### src/hw/rtl/gemm_tile_relu_unit_defines.svh
// Assertion macros used by the top level to check the tile's behavior.
`ifndef GEMM_TILE_RELU_UNIT_DEFINES_SVH
`define GEMM_TILE_RELU_UNIT_DEFINES_SVH

// Checks that the consequent holds in the same cycle as the antecedent.
`define GTR_ASSERT_NOW(label, clk, rst, ante, cons, msg) \
   label: assert property (@(posedge clk) disable iff (rst) (ante) |-> (cons)) \
      else $error(msg);

// Checks that the consequent holds in the cycle after the antecedent.
`define GTR_ASSERT_NEXT(label, clk, rst, ante, cons, msg) \
   label: assert property (@(posedge clk) disable iff (rst) (ante) |=> (cons)) \
      else $error(msg);

`endif

### src/hw/rtl/gtr_pkg.sv
// Package with the shared types and constants of the matrix-multiply tile.
`timescale 1ns / 1ps

package gtr_pkg;

   localparam int RowLanesDefault   = 4;
   localparam int ColLanesDefault   = 4;
   localparam int WeightRowsDefault = 64;
   localparam int ElemBitsDefault   = 16;

   localparam int MaxLanes    = 4;
   localparam int FieldBits   = 16;
   localparam int RowBits     = 6;
   localparam int AccBits     = 32;
   localparam int ResultBits  = 31;
   localparam int OutRowBits  = 2;
   localparam int DepthBits   = 7;
   localparam int CsrAddrBits = 3;
   localparam int CsrDataBits = 32;

   localparam logic [DepthBits-1:0] AccDepthReset = 7'd64;

   localparam logic KIND_WEIGHT = 1'b0;
   localparam logic KIND_ACT    = 1'b1;

   localparam logic CSR_ACC_DEPTH = 1'b0;

   typedef enum logic [2:0] {
      S_IDLE = 3'b001,
      S_MUL  = 3'b010,
      S_ACC  = 3'b100
   } gtr_state_type;

   typedef struct packed {
      logic prod_en;
      logic acc_en;
      logic acc_load;
   } gtr_lane_ctl_type;

endpackage

### src/hw/rtl/gtr_drain.sv
// Merging stage that sends the accumulator rows out one per cycle with ReLU applied.
`timescale 1ns / 1ps

module gtr_drain #(
   parameter int ROW_LANES = gtr_pkg::RowLanesDefault,
   parameter int COL_LANES = gtr_pkg::ColLanesDefault
) (
   input  logic                                                       clock,
   input  logic                                                       reset,
   input  logic                                                       go,
   input  logic [ROW_LANES-1:0][COL_LANES-1:0][gtr_pkg::AccBits-1:0]  accs,
   output logic                                                       busy,
   output logic                                                       rsp_valid,
   output logic [gtr_pkg::OutRowBits-1:0]                             rsp_out_row,
   output logic [gtr_pkg::MaxLanes-1:0][gtr_pkg::ResultBits-1:0]      rsp_cols,
   output logic                                                       rsp_last
);

   localparam int RowCntBits = (ROW_LANES > 1) ? $clog2(ROW_LANES) : 1;

   logic                                                  active_ff;
   logic                                                  active_in;
   logic [RowCntBits-1:0]                                 row_ff;
   logic [RowCntBits-1:0]                                 row_in;
   logic                                                  at_last;
   logic                                                  valid_ff;
   logic [gtr_pkg::OutRowBits-1:0]                        out_row_ff;
   logic [gtr_pkg::MaxLanes-1:0][gtr_pkg::ResultBits-1:0] cols_ff;
   logic [gtr_pkg::MaxLanes-1:0][gtr_pkg::ResultBits-1:0] cols_in;
   logic                                                  last_ff;

   assign at_last = (row_ff == RowCntBits'(ROW_LANES - 1));

   always_comb begin
      active_in = active_ff;
      row_in    = row_ff;
      if (go) begin
         active_in = 1'b1;
         row_in    = '0;
      end else if (active_ff) begin
         row_in = row_ff + 1'b1;
         if (at_last) begin
            active_in = 1'b0;
         end
      end
   end

   for (genvar j = 0; j < gtr_pkg::MaxLanes; j++) begin : g_relu
      if (j < COL_LANES) begin : g_used
         assign cols_in[j] = accs[row_ff][j][gtr_pkg::AccBits-1] ?
                             '0 : accs[row_ff][j][gtr_pkg::ResultBits-1:0];
      end else begin : g_unused
         assign cols_in[j] = '0;
      end
   end

   always_ff @(posedge clock) begin
      if (reset) begin
         active_ff <= 1'b0;
         row_ff    <= '0;
         valid_ff  <= 1'b0;
      end else begin
         active_ff <= active_in;
         row_ff    <= row_in;
         valid_ff  <= active_ff;
      end
   end

   always_ff @(posedge clock) begin
      if (active_ff) begin
         out_row_ff <= gtr_pkg::OutRowBits'(row_ff);
         cols_ff    <= cols_in;
         last_ff    <= at_last;
      end
   end

   assign busy        = active_ff;
   assign rsp_valid   = valid_ff;
   assign rsp_out_row = out_row_ff;
   assign rsp_cols    = cols_ff;
   assign rsp_last    = last_ff;

endmodule

### config.mk
export PLATFORM = sky130hd
export DESIGN_NAME = gtr_drain
export DESIGN_NICKNAME = d
export VERILOG_FILES = /design/src/hw/rtl/gemm_tile_relu_unit_defines.svh /design/src/hw/rtl/gtr_pkg.sv /design/src/hw/rtl/gtr_drain.sv
export SDC_FILE = /design/constraint.sdc
export NUM_CORES = 1
export LEC_CHECK = 0
export BUFFER_PORTS_ARGS = -buffer_cell sky130_fd_sc_hd__buf_4
export CAP_MARGIN = 20
export CORE_AREA = 2 2 249 251
export DETAILED_ROUTE_END_ITERATION = 10
export DIE_AREA = 0 0 251 253
export PLACE_DENSITY = 0.36
export SLEW_MARGIN = 40
export SYNTH_ARGS = -nofsm -noshare
export SYNTH_HDL_FRONTEND = slang
export SYNTH_SLANG_ARGS = --single-unit
### constraint.sdc
create_clock -name clock -period 3.64 [get_ports clock]
set_clock_uncertainty 0.15 [all_clocks]
set_input_delay 0.546 -clock clock [delete_from_list [all_inputs] [get_ports clock]]
set_output_delay 0.546 -clock clock [all_outputs]
set_load 0.05 [all_outputs]
* After elaboration in Yosys (flattened, before gate mapping) *
Cells that the tools add are included.

operators by class
  equality and inequality tests = 1
  muxes and demuxes = 5
  reduce and logical (&&, ||, !) cells = 1
  add/sub/neg operators = 1
  order comparisons = 1

operator list
  operator                                            count
  binary-select mux 128 bit (select 2 bit)            1
  2-to-1 mux 128 bit                                  1
  < comparator 2 x 3 -> 1 bit, second input constant  1
  2-to-1 mux 1 bit                                    3
  adder 2 x 1 -> 2 bit, second input constant         1
  == test 2 bit, second input constant                1
  OR reduction 2 bit                                  1

word-level totals
  input port bits = 515
  flip-flop bits (word level) = 131
  logic and storage cells = 18

* Logic depth before layout (Yosys ltp) *
  depth in word-level cells = 4
  depth in mapped cells = 5
  gate-level depth less buffers = 3

* Worst setup path before layout *
Ideal clock, no wire load.

  kind = flip-flop to flip-flop
  from = register active_ff (netlist: busy)
  to = register row_ff[1]
  clock period less this slack = 4.203 ns
  arrival time = 3.923 ns
  cell stages (with the launch flop) = 3
  slack = -0.563 ns
  setup time = 0.130 ns
  cells stage by stage = dfxtp_1 > mux2i_1 > nor3_1

RTL lines
  item                      line             source
  start: declaration        gtr_drain.sv:21  logic active_ff;
  start signal: assignment  gtr_drain.sv:63  active_ff <= active_in;
  end signal: assignment    gtr_drain.sv:64  row_ff <= row_in;
  end: declaration          gtr_drain.sv:23  logic [RowCntBits-1:0] row_ff;

* Worst setup path in the final report *
  from = register row_ff[0]
  to = register cols_ff, in the netlist rsp_cols[107] (data pin)

between the ends
  longest elaborated chain between the ends = 2

ends and longest elaborated chain
  item                                      line                              source
  binary-select mux 128 bit (select 2 bit)  gtr_drain.sv:50, gtr_drain.sv:51
  2-to-1 mux 128 bit (implied by the code)  gtr_drain.sv:51                   '0 : accs[row_ff][j][gtr_pkg::ResultBits-1:0];
  end signal: assignment                    gtr_drain.sv:72                   cols_ff <= cols_in;
  end: declaration                          gtr_drain.sv:28                   logic [gtr_pkg::MaxLanes-1:0][gtr_pkg::ResultBits-1:0] cols_ff;

Every way passes these cells. The select of a mux whose other input is x is not followed.
A chain may end at the register's enable or synchronous reset.

==> flow_summary.json <==
{
  "arrival_ns": 2.56,
  "placeableCoreArea_sq_um": 61000,
  "netlist_area_before_placement_sq_um": 7930,
  "grt_util_met2_pct": 21.6,
  "drv.max_cap_violation_count": 0,
  "grt_start_max_net_pins": 61,
  "die_width_um": 251,
  "syn2layout_area_growth_pct": 79.1,
  "wl_per_cell_um": 20.7,
  "drt_iter0_drc": 174,
  "tritoncts_num_sinks": 131,
  "globalRouteOverflowTotal": 0,
  "timing.final.setup_violations": 0,
  "setup_total_negative_slack_ns": 0,
  "p_sw_mw": 1.50,
  "clkTransAtPathRegs_ns": 0.06,
  "floorplan.io_pins": 644,
  "synth_area_leaders": "sky130_fd_sc_hd__edfxtp_1 (48%), sky130_fd_sc_hd__mux4_2 (36%), sky130_fd_sc_hd__nor2b_1 (9.6%)",
  "syn_area_per_cell_sq_um": 18.3,
  "dieArea_sq_um": 63500,
  "path_class": "reg -> reg",
  "p_comb_share_pct": 27.0,
  "worst_r2r_endpoint": "rsp_cols[107]",
  "synth.yosys.seq_area_share_pct": 49.1,
  "cell_internal_pwr_mw": 3.57,
  "final-hold-violation-count": 0,
  "vias_per_cell": 3.67,
  "holdWs_ns": 0.106,
  "worst_hold_path.num_cells": 2,
  "grt_use_total_pct": 11.9,
  "timing.reg2reg.worst_path_depth": 3,
  "dp.cells": 1834,
  "grt.busiest_layer": "met2",
  "cts_setup_buffers": 0,
  "die-height_um": 253,
  "power.share.clock_pct": 36.6,
  "sequential_fraction_of_design_power_pct": 36.4,
  "placement.setup.worst_slack_ns": 1.08,
  "drive_gt1_share_pct": 75.9,
  "post-synth-top-area-fraction_pct": 48.1,
  "layout.cells.non_filler": 1866,
  "via_count": 6843,
  "layout.cells.most_common": "sky130_fd_sc_hd__buf_4",
  "initial_utilization_pct": 13.0,
  "io_buffer_count": 643,
  "crit_fanout": 50,
  "power_per_cell_area_nw_per_um2": 357,
  "worst_setup_path_end_kind": "flop",
  "clk-insertion-delay-late_ns": 0.47,
  "fin_nets": 1579,
  "fin_crit_sh_pct": 69.0,
  "tightestPinTransition_ns": 0.716,
  "drc": 0,
  "grt_pass1_vias": 7534,
  "number_of_iterations_in_the_first_detailed_routing_pass": 6,
  "post-layout-total-power_mw": 5.07,
  "number_of_antenna_violations_at_the_first_check_in_global_routing": 5,
  "power.static_leakage_nw": 5.70,
  "rsz0062_at_grt": "no",
  "global_route_wire_length_before_repair_mm": 53.5,
  "crit-reg2reg-launch": "row_ff[0]",
  "most-common-layout-cells": "sky130_fd_sc_hd__buf_4 (648), sky130_fd_sc_hd__edfxtp_1 (127), sky130_fd_sc_hd__mux4_2 (124)",
  "r2r_setup_slack_ns": 1.13,
  "min_path_type": "in -> reg",
  "peakVddDrop_mv": 0.298,
  "holdBufCountCts": 0,
  "post_synth_inst_count": 432,
  "cts-buffers-inserted": 17,
  "synthDistinctLibCells": 19,
  "peak_freq_mhz": 398,
  "slew_violations": 0,
  "cp_data_required_time_ns": 3.69,
  "grt_use_met3_pct": 5.90,
  "p_sw_share_pct": 29.5,
  "placementRows": 91,
  "clk_path_buf_depth": 2,
  "synth.net_count": 948,
  "drtAntennaViolNets": 0,
  "global_route.usage.met1_pct": 11.9,
  "synth_largest_area_cell": "sky130_fd_sc_hd__edfxtp_1",
  "slew_headroom_pct": 52.3,
  "synth.ff_latch_count": 131,
  "routability_cong": 0.761,
  "result_of_the_run": "finished, final reports clean",
  "finalWorstSetupSlack_ns": 1.13,
  "cts_htree_levels": 4,
  "post_route_minimum_period_ns": 2.51,
  "finalWirelength_mm": 38.6,
  "setup.worst_path.start_class": "flop",
  "ctsResizeCount": 0,
  "yosysWarningCount": 0,
  "min_to": "busy",
  "hp-start": "reset",
  "cts_tree": "done",
  "dp_hpwl_mm": 30.9,
  "cts-root-buf": "sky130_fd_sc_hd__clkbuf_16"
}
-- sequential cells by signal (all words and copies together), names as in the netlist --
signal and flops:
busy 1, row_ff 2, rsp_cols 124, rsp_valid 1
rsp_last 1, rsp_out_row 2
-- stage by stage --
stage                     instance area (sq um)  utilization, %
after global placement                    13600            22.3
after global routing                      14200            23.3
after detailed placement                  13600            22.3
after CTS                                 14200            23.3
after floorplan                            7930               -
final                                     14200            23.3
-- metal layers --
layer	share of wire, %	up-vias	wire, um
li1	-	3054	-
met1	34	3366	13000
met2	53	383	20500
met3	11	34	4320
met4	1.9	6	743
met5	0.096	-	37
-- power groups by stage --
stage	Combinational, mW	Clock [mW]	Sequential [mW]
6_report	1.37	1.86	1.84
5_1_grt	1.45	2.01	1.86
4_1_cts	1.40	1.97	1.85
3_5_place_dp	1.39	0	1.88
3_3_place_gp	1.39	0	1.88
2_1_floorplan	0.352	0	2.23
-- worst max-delay path, stage by stage (launching register included) --
cell and delay [ns]:
sky130_fd_sc_hd__dfxtp_4 0.79, sky130_fd_sc_hd__buf_12 0.38, sky130_fd_sc_hd__mux4_2 0.58, sky130_fd_sc_hd__nor2b_1 0.14
-- cell usage after synthesis --
cell	instances
sky130_fd_sc_hd__mux4_1	1
sky130_fd_sc_hd__buf_4	7
sky130_fd_sc_hd__edfxtp_1	127
sky130_fd_sc_hd__mux4_2	127
sky130_fd_sc_hd__ha_1	1
sky130_fd_sc_hd__buf_12	6
sky130_fd_sc_hd__nor2b_4	3
sky130_fd_sc_hd__nor3_1	2
sky130_fd_sc_hd__buf_1	9
sky130_fd_sc_hd__dfxtp_1	4
sky130_fd_sc_hd__mux2i_1	1
sky130_fd_sc_hd__nand2b_1	1
sky130_fd_sc_hd__a21oi_1	1
sky130_fd_sc_hd__buf_6	1
sky130_fd_sc_hd__buf_2	3
sky130_fd_sc_hd__clkbuf_1	14
sky130_fd_sc_hd__nor2b_1	122
sky130_fd_sc_hd__inv_1	1
sky130_fd_sc_hd__xnor2_1	1
-- logic make-up after synthesis --
group,synth area share [%]
buf+inv,3.65
mux,36.5
flops,49.1
simple gates,10.4
compound gates,0.0631
xor+xnor,0.111
fa+ha+maj,0.158
-- cell type report --
class / count / area, sq um
clock buffers: 17 / 425
clock inverters: 14 / 179
fillers: 6544 / 46800
diodes: 1 / 2.50
well taps: 790 / 988
flip-flops and latches: 131 / 3910
multi-input cells: 260 / 3750
repair buffers: 652 / 4940
inverters: 1 / 3.75
-- worst max-delay path by stage --
stage                   start       endpoint  slack, ns  cells past startpoint
floorplan                busy           busy       0.97                      0
global placement    row_ff[0]   rsp_cols[18]       1.06                      3
detailed placement  row_ff[0]   rsp_cols[76]       1.08                      3
CTS                 row_ff[0]   rsp_cols[75]       1.08                      3
global route        row_ff[0]   rsp_cols[85]       0.96                      3
finish              row_ff[0]  rsp_cols[107]       1.13                      3
Note: power is estimated with default switching activity, not from simulation.
