### src/hw/rtl/gemm_tile_relu_unit_defines.svh
// Assertion macros used by the top level to check the tile's behavior.
`ifndef GEMM_TILE_RELU_UNIT_DEFINES_SVH
`define GEMM_TILE_RELU_UNIT_DEFINES_SVH

// Checks that the consequent holds in the same cycle as the antecedent.
`define GTR_ASSERT_NOW(label, clk, rst, ante, cons, msg) \
   label: assert property (@(posedge clk) disable iff (rst) (ante) |-> (cons)) \
      else $error(msg);

// Checks that the consequent holds in the cycle after the antecedent.
`define GTR_ASSERT_NEXT(label, clk, rst, ante, cons, msg) \
   label: assert property (@(posedge clk) disable iff (rst) (ante) |=> (cons)) \
      else $error(msg);

`endif

### src/hw/rtl/gtr_pkg.sv
// Package with the shared types and constants of the matrix-multiply tile.
`timescale 1ns / 1ps

package gtr_pkg;

   localparam int RowLanesDefault   = 4;
   localparam int ColLanesDefault   = 4;
   localparam int WeightRowsDefault = 64;
   localparam int ElemBitsDefault   = 16;

   localparam int MaxLanes    = 4;
   localparam int FieldBits   = 16;
   localparam int RowBits     = 6;
   localparam int AccBits     = 32;
   localparam int ResultBits  = 31;
   localparam int OutRowBits  = 2;
   localparam int DepthBits   = 7;
   localparam int CsrAddrBits = 3;
   localparam int CsrDataBits = 32;

   localparam logic [DepthBits-1:0] AccDepthReset = 7'd64;

   localparam logic KIND_WEIGHT = 1'b0;
   localparam logic KIND_ACT    = 1'b1;

   localparam logic CSR_ACC_DEPTH = 1'b0;

   typedef enum logic [2:0] {
      S_IDLE = 3'b001,
      S_MUL  = 3'b010,
      S_ACC  = 3'b100
   } gtr_state_type;

   typedef struct packed {
      logic prod_en;
      logic acc_en;
      logic acc_load;
   } gtr_lane_ctl_type;

endpackage

### src/hw/rtl/gtr_lane.sv
// One row lane: multiplies its activation element by the weight row and accumulates.
`timescale 1ns / 1ps

module gtr_lane #(
   parameter int COL_LANES = gtr_pkg::ColLanesDefault,
   parameter int ELEM_BITS = gtr_pkg::ElemBitsDefault
) (
   input  logic                                         clock,
   input  logic                                         reset,
   input  gtr_pkg::gtr_lane_ctl_type                    ctl,
   input  logic [ELEM_BITS-1:0]                         act,
   input  logic [COL_LANES-1:0][ELEM_BITS-1:0]          wrow,
   output logic [COL_LANES-1:0][gtr_pkg::AccBits-1:0]   acc
);

   logic [COL_LANES-1:0][gtr_pkg::AccBits-1:0] prod_ff;
   logic [COL_LANES-1:0][gtr_pkg::AccBits-1:0] prod_in;
   logic [COL_LANES-1:0][gtr_pkg::AccBits-1:0] acc_ff;
   logic [COL_LANES-1:0][gtr_pkg::AccBits-1:0] acc_in;

   for (genvar j = 0; j < COL_LANES; j++) begin : g_col
      logic signed [2*ELEM_BITS-1:0] prod_full;

      assign prod_full  = $signed(act) * $signed(wrow[j]);
      assign prod_in[j] = gtr_pkg::AccBits'(prod_full);
      assign acc_in[j]  = ctl.acc_load ? prod_ff[j] : acc_ff[j] + prod_ff[j];
   end

   always_ff @(posedge clock) begin
      if (ctl.prod_en) begin
         prod_ff <= prod_in;
      end
   end

   always_ff @(posedge clock) begin
      if (reset) begin
         acc_ff <= '0;
      end else if (ctl.acc_en) begin
         acc_ff <= acc_in;
      end
   end

   assign acc = acc_ff;

endmodule

### config.mk
export PLATFORM = sky130hd
export DESIGN_NAME = gtr_lane
export DESIGN_NICKNAME = d
export VERILOG_FILES = /design/src/hw/rtl/gemm_tile_relu_unit_defines.svh /design/src/hw/rtl/gtr_pkg.sv /design/src/hw/rtl/gtr_lane.sv
export SDC_FILE = /design/constraint.sdc
export NUM_CORES = 2
export LEC_CHECK = 0
export ABC_AREA = 1
export BUFFER_PORTS_ARGS = -buffer_cell sky130_fd_sc_hd__buf_2
export CAP_MARGIN = 5
export CORE_UTILIZATION = 55
export DETAILED_ROUTE_END_ITERATION = 10
export GPL_ROUTABILITY_DRIVEN = 1
export HOLD_SLACK_MARGIN = 0.05
export PLACE_DENSITY_LB_ADDON = 0.25
export SYNTH_ARGS = -nofsm -noshare
export SYNTH_HDL_FRONTEND = slang
export SYNTH_SLANG_ARGS = --single-unit
### constraint.sdc
create_clock -name clock -period 8.9 [get_ports clock]
set_clock_uncertainty 0.05 [all_clocks]
set_input_delay 2.225 -clock clock [delete_from_list [all_inputs] [get_ports clock]]
set_output_delay 2.225 -clock clock [all_outputs]
set_load 0.03 [all_outputs]
## Yosys cells after proc, flatten, opt, wreduce, memory -nomap -nowiden

Index checks and enable logic that the tools add are counted.

| cells by class | value |
|---|---|
| $add $sub $neg | 4 |
| $mul | 4 |
| muxes and demuxes | 4 |

Operator list:

| kind | number |
|---|---|
| $add A32 B32 Y32 | 4 |
| $mul A16 B16 Y32 | 4 |
| $mux W32 | 4 |

| storage, ports and cells | value |
|---|---|
| bits of input ports | 85 |
| register bits | 256 |
| word-level logic and storage cells | 20 |
| output and inout port bits | 128 |

## Longest topological paths before layout

| logic depth | value |
|---|---|
| word-level depth | 2 |
| mapped depth | 27 |

## Least setup slack after synthesis

Ideal clock, no wire load.

| timing path | value |
|---|---|
| path type | input to register |
| from | input act[15] |
| to | register prod_ff[62] in the netlist's numbering, data pin |
| data arrival time | 7.535 ns |
| library setup time | 0.252 ns |
| path slack | 1.062 ns |
| stages on the path | 21 |
| cell sequence | clkbuf_1 > clkbuf_1 > nand2_1 > inv_1 > fa_1 > fa_1 > fa_1 > fa_1 > fa_1 > inv_1 > fa_1 > inv_1 > ha_1 > nand2_1 > nor2_1 > inv_1 > nor4_2 > nand3_1 > or2_1 > nand3_1 > nand2_1 |

| on the way | value |
|---|---|
| word-level cells in the longest chain between the ends | 1 |

RTL lines:

| element | line | text |
|---|---|---|
| start, declared | gtr_lane.sv:11 | `input logic [ELEM_BITS-1:0] act,` |
| $mul A16 B16 Y32 | gtr_lane.sv:24 | `assign prod_full = $signed(act) * $signed(wrow[j]);` |
| via g_col[1].prod_full[30] | gtr_lane.sv:22 | `logic signed [2*ELEM_BITS-1:0] prod_full;` |
| end signal, assigned | gtr_lane.sv:31 | `prod_ff <= prod_in;` |
| end, declared | gtr_lane.sv:16 | `logic [COL_LANES-1:0][gtr_pkg::AccBits-1:0] prod_ff;` |

The timed path passes the listed nets, and every way through them passes these cells.
A chain may end at the register's enable or synchronous reset.

## Final worst setup path

| timing path | value |
|---|---|
| from | input act[11] |
| to | register prod_ff[122] in the netlist's numbering, data pin |

| on the way | value |
|---|---|
| word-level cells in the longest chain between the ends | 1 |

RTL lines:

| element | line |
|---|---|
| $mul A16 B16 Y32 | gtr_lane.sv:24 |
| via g_col[3].prod_full[26] | gtr_lane.sv:22 |

The timed path passes the listed nets, and every way through them passes these cells.

==> impl_results.html <==
<table>
<tr><th>Metric</th><th>Value</th></tr>
<tr><th colspan="2">Outcome</th></tr>
<tr><td>Status</td><td>finished, final reports clean</td></tr>
<tr><th colspan="2">Clock network</th></tr>
<tr><td>Hold_buf cts</td><td>0</td></tr>
<tr><td>Post_cts resized</td><td>0</td></tr>
<tr><td>Number of sinks on the clock net</td><td>256</td></tr>
<tr><td>Number of levels in the clock H-tree</td><td>2</td></tr>
<tr><td>Buffer levels on the longest clock path</td><td>3</td></tr>
<tr><td>TritonCTS buffer count</td><td>36</td></tr>
<tr><td>Root cell of the clock tree</td><td>clkbuf_16</td></tr>
<tr><td>Clock input transition at the sequential cells of the worst setup and hold paths</td><td>approximately 60 ps</td></tr>
<tr><td>Post-CTS Setup Inserts</td><td>0</td></tr>
<tr><td>Worst-Skew Late Latency</td><td>600 ps</td></tr>
<tr><td>Clock tree from TritonCTS</td><td>built</td></tr>
<tr><th colspan="2">Global route</th></tr>
<tr><td>Global-route wire length before repair</td><td>275,000 um</td></tr>
<tr><td>Total routing usage reported by global routing</td><td>0.315</td></tr>
<tr><td>Via count of the first global-routing pass</td><td>approximately 51,000</td></tr>
<tr><td>Number of antenna violations at the first check in global routing</td><td>18</td></tr>
<tr><td>Aggregate global routing overflow</td><td>0</td></tr>
<tr><td>Largest net degree at the start of global routing</td><td>178</td></tr>
<tr><th colspan="2">Synth</th></tr>
<tr><td>Yosys warning total</td><td>0</td></tr>
<tr><td>Largest cells by area after synthesis</td><td>fa_1, nand2_1, inv_1</td></tr>
<tr><td>Net count of the mapped netlist</td><td>9,751</td></tr>
<tr><td>Number of distinct standard cells referenced by the synthesized netlist</td><td>50</td></tr>
<tr><td>Combinational family with the most area after synthesis</td><td>adder cells</td></tr>
<tr><td>Number of synthesized register bits</td><td>256</td></tr>
<tr><td>Summed instance area of the synthesized netlist</td><td>60,100 um2</td></tr>
<tr><td>Mean cell area of the mapped netlist</td><td>between 7 and 8 um2</td></tr>
<tr><td>Synthesized-area fraction occupied by ao, oa, aoi and oai cells</td><td>0.0553</td></tr>
<tr><td>Synthesized-area fraction occupied by and/or/nand/nor cells</td><td>0.212</td></tr>
<tr><td>Part of the Yosys area used for sequential elements</td><td>0.107</td></tr>
<tr><td>Synthesized-area fraction occupied by adder cells</td><td>0.444</td></tr>
<tr><td>Library cell with the largest summed area after synthesis</td><td>fa_1</td></tr>
<tr><td>Mapped Cells</td><td>slightly above 8,000</td></tr>
<tr><td>Synth Area in XOR/XNOR</td><td>0.0280</td></tr>
<tr><td>Asr flop ratio synth</td><td>0</td></tr>
<tr><td>Commonest register cell after synthesis</td><td>edfxtp_1</td></tr>
<tr><td>Number of synthesized flops with an enable pin</td><td>128</td></tr>
<tr><td>Fraction of post-synthesis cell area in the top cell type by area</td><td>0.350</td></tr>
<tr><td>Multiplexer share of the synthesized area</td><td>0</td></tr>
<tr><th colspan="2">Drt</th></tr>
<tr><td>Number of iterations in the first detailed-routing pass</td><td>6</td></tr>
<tr><td>Avg WL per Cell</td><td>17.8 um</td></tr>
<tr><td>Total DRC errors in the routed layout</td><td>0</td></tr>
<tr><td>Count of vias placed by the detailed router</td><td>~50,000</td></tr>
<tr><td>First DRT Iteration DRCs</td><td>4,111</td></tr>
<tr><td>Antenna-violating nets left</td><td>0</td></tr>
<tr><td>Routed WL</td><td>~170,000 um</td></tr>
<tr><td>Routed vias/inst</td><td>5.26</td></tr>
<tr><th colspan="2">Timing</th></tr>
<tr><td>Period utilization</td><td>0.909</td></tr>
<tr><td>Final critical path time including I/O delays and setup</td><td>8090 ps</td></tr>
<tr><td>Total count of hold-check failures in the final report</td><td>0</td></tr>
<tr><td>Final setup fails</td><td>0</td></tr>
<tr><td>Unrepaired setup endpoints after global routing</td><td>no</td></tr>
<tr><td>Fin Setup TNS</td><td>0 ps</td></tr>
<tr><td>Transition time of the tightest slew-check pin</td><td>about 1100 ps</td></tr>
<tr><td>Highest achievable clock rate</td><td>0.124 GHz</td></tr>
<tr><td>Worst rel slew slack</td><td>0.245</td></tr>
<tr><td>Final max-slew violation count</td><td>0</td></tr>
<tr><th colspan="2">Die</th></tr>
<tr><td>Vertical die dimension</td><td>between 300 and 400 um</td></tr>
<tr><td>Placement Rows</td><td>120</td></tr>
<tr><td>Die span in x</td><td>333 um</td></tr>
<tr><td>Ports placed on the boundary</td><td>roughly 210</td></tr>
<tr><td>Die ar.</td><td>approximately 110,000 um2</td></tr>
<tr><td>Starting Density</td><td>0.559</td></tr>
<tr><td>Core ar.</td><td>about 110,000 um2</td></tr>
<tr><th colspan="2">Placed design</th></tr>
<tr><td>RePlAce Congestion</td><td>between 0.9 and 1</td></tr>
<tr><td>IO Port Bufs</td><td>212</td></tr>
<tr><td>Sum of net half-perimeters after detailed placement</td><td>142,000 um</td></tr>
<tr><th colspan="2">Worst setup path</th></tr>
<tr><td>Critical Path RT</td><td>slightly above 9000 ps</td></tr>
<tr><td>Category of the worst setup path capture point</td><td>register</td></tr>
<tr><td>Worst Path Buf+Inv</td><td>6</td></tr>
<tr><td>Type of origin of the critical path</td><td>primary input</td></tr>
<tr><td>Slowest CP cell</td><td>buf_2</td></tr>
<tr><td>Crit-path cells</td><td>buf_2, buf_4, buf_4, nand2_1, fa_1, inv_1, fa_1, fa_1, fa_1, fa_1, inv_1, fa_1, inv_1, ha_1, a21oi_1, o21ai_0, a21oi_1, nand3_1, a21oi_1, xnor2_1</td></tr>
<tr><td>Critical path fanouts, max</td><td>27</td></tr>
<tr><td>Largest stage delay on the critical path</td><td>610 ps</td></tr>
<tr><td>Cell repeated most along the worst path</td><td>fa_1</td></tr>
<tr><td>Classification of the worst setup path</td><td>primary input to register</td></tr>
<tr><td>Crit path max-delay family</td><td>adder cells</td></tr>
<tr><td>Arr. time, crit path</td><td>8350 ps</td></tr>
<tr><th colspan="2">Min path</th></tr>
<tr><td>Worst min-delay path category</td><td>register to register</td></tr>
<tr><th colspan="2">Cells and area</th></tr>
<tr><td>Share of cells above drive strength 1</td><td>0.0566</td></tr>
<tr><td>Net count reported at finish</td><td>9,760</td></tr>
<tr><td>Total area of sequential cells</td><td>6410 um2</td></tr>
<tr><td>Commonest cells after routing, fill and taps aside</td><td>nand2_1, inv_1, fa_1</td></tr>
<tr><td>Commonest non-fill, non-tap cell in the layout</td><td>nand2_1</td></tr>
<tr><td>Area of the multi-input gates</td><td>44,500 um2</td></tr>
<tr><td>Fill cell count</td><td>10,000</td></tr>
<tr><td>Area growth, synth to finish</td><td>6.06%</td></tr>
<tr><th colspan="2">Job</th></tr>
<tr><td>Max-cap violations</td><td>0</td></tr>
</table>
## worst register-to-register path, cell delays in order, from the launching register on
cell	delay (ps)
dfxtp_1	460
ha_1	220
inv_1	60
fa_1	370
inv_1	140
nand2_1	80
nand3_1	160
nand2_1	80
nand2_1	290
nand2_1	130
nand3_1	110
nand3_1	90
nand2_1	120
a21oi_2	50
## synth_stat cells (all sizes together), types with 2 or more instances
cell	instances
a221oi	3
ha	452
dfxtp	128
o31ai	4
a31oi	3
clkbuf	265
edfxtp	128
o21a	2
fa	1052
nor3	47
xor2	117
nor4	6
nand2	2310
and3	4
a21boi	6
or2	4
a21o	21
nor2	472
a21oi	354
o21bai	37
nand4	44
and2	21
nand3	242
nand3b	3
buf	40
o211ai	33
o211a	3
o21ai	126
xnor2	75
inv	2157
## registers in the layout (all words and copies together), names as in the netlist
| register | cells |
|---|---|
| acc | 128 |
| prod_ff | 128 |
## path summary, 6_finish.rpt
check	start	end	slack (ps)	cells past startpoint
worst max-delay path	act[11]	prod_ff[122]	810	20
worst min-delay path	acc[14]	acc[14]	430	2
worst max register to register	acc[0]	acc[30]	6370	13
worst min register to register	acc[14]	acc[14]	430	2
## area by class of cell
cell class	instances	area share
diodes	9	0.000353
clock buffers	44	0.0156
clock inverters	22	0.00563
inverters	2158	0.127
multi-input cells	5443	0.697
flip-flops and latches	256	0.100
well taps	1403	0.0275
repair buffers	276	0.0262
## stage by stage
step / setup WS [ps] / cell area, um2 / util / instances / hold WS [ps]
6_report: 809 / 63800 / 0.592 / 9611 / 434
3_3_place_gp: 197 / 62400 / 0.580 / 9536 / 418
4_1_cts: 854 / 63700 / 0.592 / 9602 / 436
5_1_grt: 601 / 63800 / 0.592 / 9605 / 449
3_5_place_dp: 265 / 62400 / 0.580 / 9536 / 427
2_1_floorplan: 1060 / 60100 / - / 8162 / 472
## cells by family (layout without fill, tap and decap cells)
logic type,Yosys count,in the layout
compound gates,594,594
xor+xnor,192,192
simple gates,3153,3153
other cells,0,9
buf+inv,2463,2500
fa+ha+maj,1504,1504
flops,256,256
## metal layers
metal  vias up  GRT usage  routed length (um)  part of all wire
met2      1887      0.494               76700              0.45
met5         -          0                 115           0.00067
li1      23800          -                   -                 -
met3       239     0.0462               14800             0.086
met1     24600      0.459               75900              0.44
met4        18     0.0732                3740             0.022
Power is left out: the tool's default activity adds up to more than one toggle a clock period on the data nets, which glitch-free logic cannot reach.
